$ cat src/htbd_ram.sv
module htbd_ram #(
   parameter int WIDTH = 8,
   parameter int DEPTH = 16
) (
   input  logic                     clock,
   input  logic                     wr_en,
   input  logic [$clog2(DEPTH)-1:0] wr_addr,
   input  logic [WIDTH-1:0]         wr_data,
   input  logic [$clog2(DEPTH)-1:0] rd_addr,
   output logic [WIDTH-1:0]         rd_data
);

   logic [WIDTH-1:0] mem [DEPTH];
   logic [WIDTH-1:0] rd_data_ff;

   always_ff @(posedge clock) begin
      if (wr_en) begin
         mem[wr_addr] <= wr_data;
      end
      rd_data_ff <= mem[rd_addr];
   end

   assign rd_data = rd_data_ff;

endmodule

$ cat config.mk
export PLATFORM = sky130hd
export DESIGN_NAME = htbd_ram
export DESIGN_NICKNAME = d
export VERILOG_FILES = /design/src/htbd_ram.sv
export SDC_FILE = /design/constraint.sdc
export NUM_CORES = 1
export LEC_CHECK = 0
export BUFFER_PORTS_ARGS = -buffer_cell sky130_fd_sc_hd__buf_2
export CAP_MARGIN = 10
export CORE_ASPECT_RATIO = 0.7
export CORE_MARGIN = 2
export CORE_UTILIZATION = 60
export DETAILED_ROUTE_END_ITERATION = 8
export GPL_ROUTABILITY_DRIVEN = 0
export PLACE_DENSITY = 0.78
export SLEW_MARGIN = 0
export SYNTH_ARGS = -nofsm -noshare
export SYNTH_HDL_FRONTEND = slang
export SYNTH_SLANG_ARGS = --single-unit
$ cat constraint.sdc
create_clock -name clock -period 2.2 [get_ports clock]
set_clock_uncertainty 0.1 [all_clocks]
set_input_delay 0.11 -clock clock [delete_from_list [all_inputs] [get_ports clock]]
set_output_delay 0.11 -clock clock [all_outputs]
set_load 0.02 [all_outputs]
==> impl_metrics.csv, run 1 <==
group,metric,value,unit
grt,top_usage_layer,"met2",
power,clkPwrFrac,45.6,%
grt,antenna_found_initial,0,
setup_path,critPathKind,"flop to flop",
power,power,5.91,mW
final_layout,drive_above_1_share,29.7,%
power,vdd_drop_max,801,µV
die,die_x,115,µm
detailed_routing,wirelength,9690,µm
setup_path,regToRegStartpoint,"mem[10][4]",
setup_path,cp.required,2.39,ns
placed_design,hpwl,6030,µm
final_layout,final_util,72.9,%
yosys,yosys_warnings,0,
detailed_routing,final_antenna_net_count,0,
clock_network,cts_buffer_depth,2,
yosys,post_synth_fa_ha_maj_area_fraction,0,%
grt,grtUsageMet1,34.5,%
yosys,synth-seq-cells,136,
yosys,synth_area_leaders,"edfxtp_1, mux4_2, mux4_1",
timing,rsz0062_at_grt,"no",
timing,slew_violations,0,
clock_network,cts_setup_buffers,0,
final_layout,diodes,0,
grt,grt_max_degree,33,
detailed_routing,post_drt_wl_per_cell,23.7,µm
placed_design,postPlaceCellArea,5490,µm²
timing,max_freq,0.685,GHz
yosys,synth_fp_nets,247,
detailed_routing,first_pass_iters,4,
power,power_switching_share,19.9,%
power,p_sw,1.17,mW
final_layout,final_cell_area,6130,µm²
die,die-area,9350,µm²
final_layout,fin_nets,308,
detailed_routing,drt_iter0_drc,274,
yosys,synthMuxAreaShare,15.0,%
timing,timing.slew.headroom,48.3,%
timing,hold_ws,0.175,ns
yosys,synth_area,5150,µm²
yosys,synth_compound_area_share,2.33,%
clock_network,clk_latency,0.41,ns
timing,worst_slack,0.741,ns
final_layout,area_delta_synth_final,19.1,%
setup_path,crit_arrival,1.64,ns
power,p_int,4.73,mW
yosys,synth_xor_area_share,0,%
clock_network,cts_htree_levels,4,
power,pwr-share-comb,4.9,%
placed_design,port_buffers,25,
die,pin_count,26,
detailed_routing,drc_errors,0,
yosys,synth_top_family_by_area,"multiplexers",
grt,grtUsageMet3,7.16,%
die,core_area,8410,µm²
timing,fin_crit_sh,66.3,%
clock_network,clk_pin_slew,0.05,ns
yosys,yosysSeqAreaShare,77.8,%
yosys,async_flop_share,0,%
yosys,yosys-top-cells-count,"edfxtp_1, mux4_2, a22oi_1, mux4_1, nor2_1",
detailed_routing,vias,2453,
clock_network,root_buffer,"clkbuf_16",
yosys,synth-edff-count,128,
grt,met2_usage,35.4,%
detailed_routing,via_per_inst,6.01,
setup_path,crit_path_end_kind,"flop",
hold_path,hp-start,"rd_addr[2]",
placed_design,dp.cells,368,
grt,overflow,0,
power,p_leak,2.11,nW
placed_design,dp_slack,0.506,ns
timing,period_minus_slack,1.46,ns
die,initial_utilization,61.2,%
clock_network,cts_buffers,17,
yosys,synth_top_cell_by_area,"edfxtp_1",
yosys,yosys.cell_count.top_type,"edfxtp_1",
grt,grt_pass1_vias,2549,
clock_network,tritoncts,"yes",
yosys,avgSynthCellArea,22.5,µm²
run,maxCapViolations,0,
timing,hold_violations,0,
yosys,yosys.area_share.simple,3.18,%
hold_path,hp-class,"primary input to flop",
timing,finalSetupTns,0,ns
yosys,syn_inst,229,
setup_path,startpoint_type,"flop",
timing,setup_viol_count_final,0,
die,die_h,81.5,µm
power,seq_power_share,49.4,%
setup_path,crit_fanout,1,
yosys,synth_cell_type_count,19,
power,powerDensity,963,nW/µm²
yosys,yosysTopAreaCellShare,74.7,%
timing,worst_pin_slew,0.772,ns
final_layout,final-instance-count-excl-fill,408,
outcome,status,"complete, no violations",
clock_network,cts_sinks,136,
final_layout,layout.filler_cells,506,
grt,grtUsageTotal,23.7,%
die,rows,28,
setup_path,cp-startpoint,"mem[10][4]",
grt,grt_pass1_wl,14900,µm
yosys,synth_flop_cell,"edfxtp_1",
flip-flops by register name (all words and copies together) (netlist names):
signal and cells:
mem 128, rd_data 8
cell usage in the layout (no fill, tap or decap):
cell type      Yosys  final
a22oi_1           16     16
and2_1             1      1
and2b_1            1      1
buf_12             0      2
buf_2              3     25
buf_4              1     17
bufinv_16          0      2
clkbuf_1           0      3
clkbuf_16          0     17
clkbuf_8           0      2
clkinv_1           0      2
clkinv_2           0      4
clkinvlp_4         0      2
dfxtp_1            8      8
dlygate4sd3_1      0      8
edfxtp_1         128    128
mux4_1            14     14
mux4_2            18     18
nand2_1            9      9
nand2b_1           2      2
nand3_1            1      1
nand3b_1           2      2
nor2_1            13     13
nor2b_1            1      1
nor3_1             4      4
or3b_2             1      1
power groups by stage:
stage | sequential, mW | clock (mW) | combinational (mW)
finish | 2.92 | 2.69 | 0.291
global route | 2.92 | 2.84 | 0.317
CTS | 2.92 | 2.73 | 0.297
detailed placement | 2.97 | 0 | 0.283
global placement | 2.97 | 0 | 0.274
floorplan | 2.98 | 0 | 0.147
what timing repair did:
| item | in CTS | in global routing |
|---|---|---|
| resized for setup | 0 | 0 |
| hold endpoints to repair | 128 | 0 |
| setup endpoints to repair | 0 | 0 |
| hold buffers | 8 | 0 |
cells by family (layout without fill, tap and decap cells):
| logic type | Yosys count | after routing |
|---|---|---|
| compound gates | 16 | 16 |
| buf+inv | 10 | 84 |
| flops | 136 | 136 |
| mux | 32 | 32 |
| simple gates | 35 | 35 |
layer usage:
metal / share of wire (%) / vias to the layer above
li1: - / 1098
met2: 49 / 104
met1: 40 / 1239
met3: 10 / 12
met5: 0 / -
met4: 1.0 / 0
path summary, 6_finish.rpt:
path	endpoint	slack (ns)	depth (start not counted)
worst max register to register	rd_data[4]	0.74	3
worst min register to register	rd_data[1]	0.58	3
worst min-delay path	rd_data[3]	0.18	5
worst max-delay path	rd_data[4]	0.74	3
area by class of cell:
class	count	area, µm²	area share, %
sequential	136	4000	65.3
multi-input combinational	83	1060	17.2
clock buffer	22	464	7.57
timing repair buffer	52	373	6.08
tap	105	131	2.14
clock inverter	10	103	1.67
worst max-delay path: stages (launching register included):
cell and delay, ns:
edfxtp_1 0.36, mux4_1 0.50, a22oi_1 0.26, nand2_1 0.11
(Power assumes the default switching activity.)
==> run 2, diff against run 1 <==
Settings changed: CORE_UTILIZATION 60 to 54, PLACE_DENSITY 0.78 to 0.74.
Clock period 2.2 ns to 1.31 ns, I/O delays scaled along.
==> impl_metrics.csv, run 2 (synthesis results as in run 1) <==
group,metric,value,unit
grt,overflow,0,
grt,antenna_found_initial,0,
power,vdd_drop_max,950,µV
final_layout,final_util,68.9,%
setup_path,startpoint_type,"flop",
clock_network,cts_sinks,136,
final_layout,largest_reg_flops,128,
clock_network,cts_buffers,17,
die,die_h,85.7,µm
timing,max_freq,0.730,GHz
die,die-area,10300,µm²
setup_path,crit_fanout,1,
clock_network,cts_htree_levels,4,
timing,setup_viol_count_final,8,
timing,hold_violations,0,
final_layout,fin_nets,319,
die,core_area,9180,µm²
die,initial_utilization,56.1,%
die,pin_count,26,
die,die_x,121,µm
die,rows,29,
detailed_routing,drc_errors,0,
setup_path,cp.required,1.50,ns
placed_design,postPlaceCellArea,5620,µm²
clock_network,clk_latency,0.42,ns
placed_design,port_buffers,25,
placed_design,hpwl,6400,µm
clock_network,clk_pin_slew,0.06,ns
detailed_routing,via_per_inst,5.87,
clock_network,cts_setup_buffers,0,
final_layout,regMostFlops,"mem",
timing,worst_pin_slew,0.980,ns
clock_network,cts_buffer_depth,2,
timing,period_minus_slack,1.37,ns
detailed_routing,drt_iter0_drc,315,
clock_network,tritoncts,"yes",
detailed_routing,vias,2572,
power,p_leak,2.17,nW
timing,rsz0062_at_grt,"yes",
timing,worst_slack,-0.0591,ns
grt,grt_pass1_wl,15800,µm
outcome,violations,"setup timing",
final_layout,diodes,0,
detailed_routing,final_antenna_net_count,0,
timing,timing.slew.headroom,34.5,%
detailed_routing,wirelength,10400,µm
detailed_routing,post_drt_wl_per_cell,23.7,µm
outcome,status,"finished, violations left",
final_layout,drive_above_1_share,40.4,%
clock_network,root_buffer,"clkbuf_16",
final_layout,final_cell_area,6330,µm²
timing,slew_violations,0,
grt,grtUsageTotal,22.6,%
setup_path,critPathKind,"flop to flop",
detailed_routing,first_pass_iters,5,
run,maxCapViolations,0,
setup_path,crit_path_end_kind,"flop",
final_layout,layout_commonest_cell,"edfxtp_1",
grt,grt_pass1_vias,2623,
setup_path,crit_arrival,1.56,ns
grt,grt_max_degree,17,
final_layout,layout_common_cells,"edfxtp_1, mux4_2, buf_4",
final_layout,area_delta_synth_final,22.9,%
timing,fin_crit_sh,105,%
power,powerDensity,1650,nW/µm²
hold_path,hp-class,"primary input to flop",
==> run 2: cell types whose count changed in the layout (fill, tap and decap cells not counted), moves of 3 or more <==
cell / before / now
a22oi_1: 16 / 7
a22oi_2: 0 / 9
buf_4: 17 / 27
mux4_1: 14 / 3
mux4_2: 18 / 29
nor3_1: 4 / 1
nor3_2: 0 / 3
==> run 2: layout make-up <==
type                    instances  area [µm²]
flip-flops and latches        136        4000
well taps                     124         155
clock buffers                  22         474
clock inverters                10         150
repair buffers                 63         468
multi-input cells              83        1080
fillers                       592        2850
==> run 2: worst paths after layout <==
check	from	to	slack (ns)	cells after the start
hold / removal	rd_addr[1]	rd_data[0]	0.11	4
setup / recovery	mem[2][6]	rd_data[6]	-0.06	3
setup reg to reg	mem[2][6]	rd_data[6]	-0.06	3
hold reg to reg	mem[8][3]	rd_data[3]	0.58	3
==> run 2: power by group <==
group	total, mW	switching, mW	leakage (nW)	internal (mW)
Clock	4.98	1.67	0.313	3.31
Combinational	0.558	0.309	0.633	0.249
Sequential	4.91	0.0373	1.22	4.87
Total	10.4	2.02	2.17	8.43
==> run 2: stage by stage <==
stage	hold WS, ns	setup TNS (ns)	instances	worst slack [ns]	total power, mW
finish	0.107	-0.269	438	-0.0591	10.4
global route	0.105	-0.700	438	-0.118	10.7
global placement	0.348	-4.92	398	-0.277	5.48
CTS	0.101	-0.291	438	-0.0546	10.5
floorplan	0.0644	-3.76	229	-0.122	5.26
detailed placement	0.365	-5.42	398	-0.257	5.50
==> run 2: critical path, cell delays in order (launching register included) <==
cell and delay [ns]:
edfxtp_1 0.39, mux4_2 0.50, a22oi_2 0.19, nand2_1 0.08
==> run 2: repair_timing <==
item	CTS	global route
gates resized for setup	18	2
pin swaps	10	1
endpoints found under the setup margin	8	8
hold buffers	8	0
endpoints found under the hold margin	128	0
==> run 2: metal layers <==
layer  global-route usage, %  part of all wire (%)
met3                    6.65                   8.5
met4                    7.61                  0.90
met5                       0                     0
met1                    33.6                    45
met2                    32.6                    46
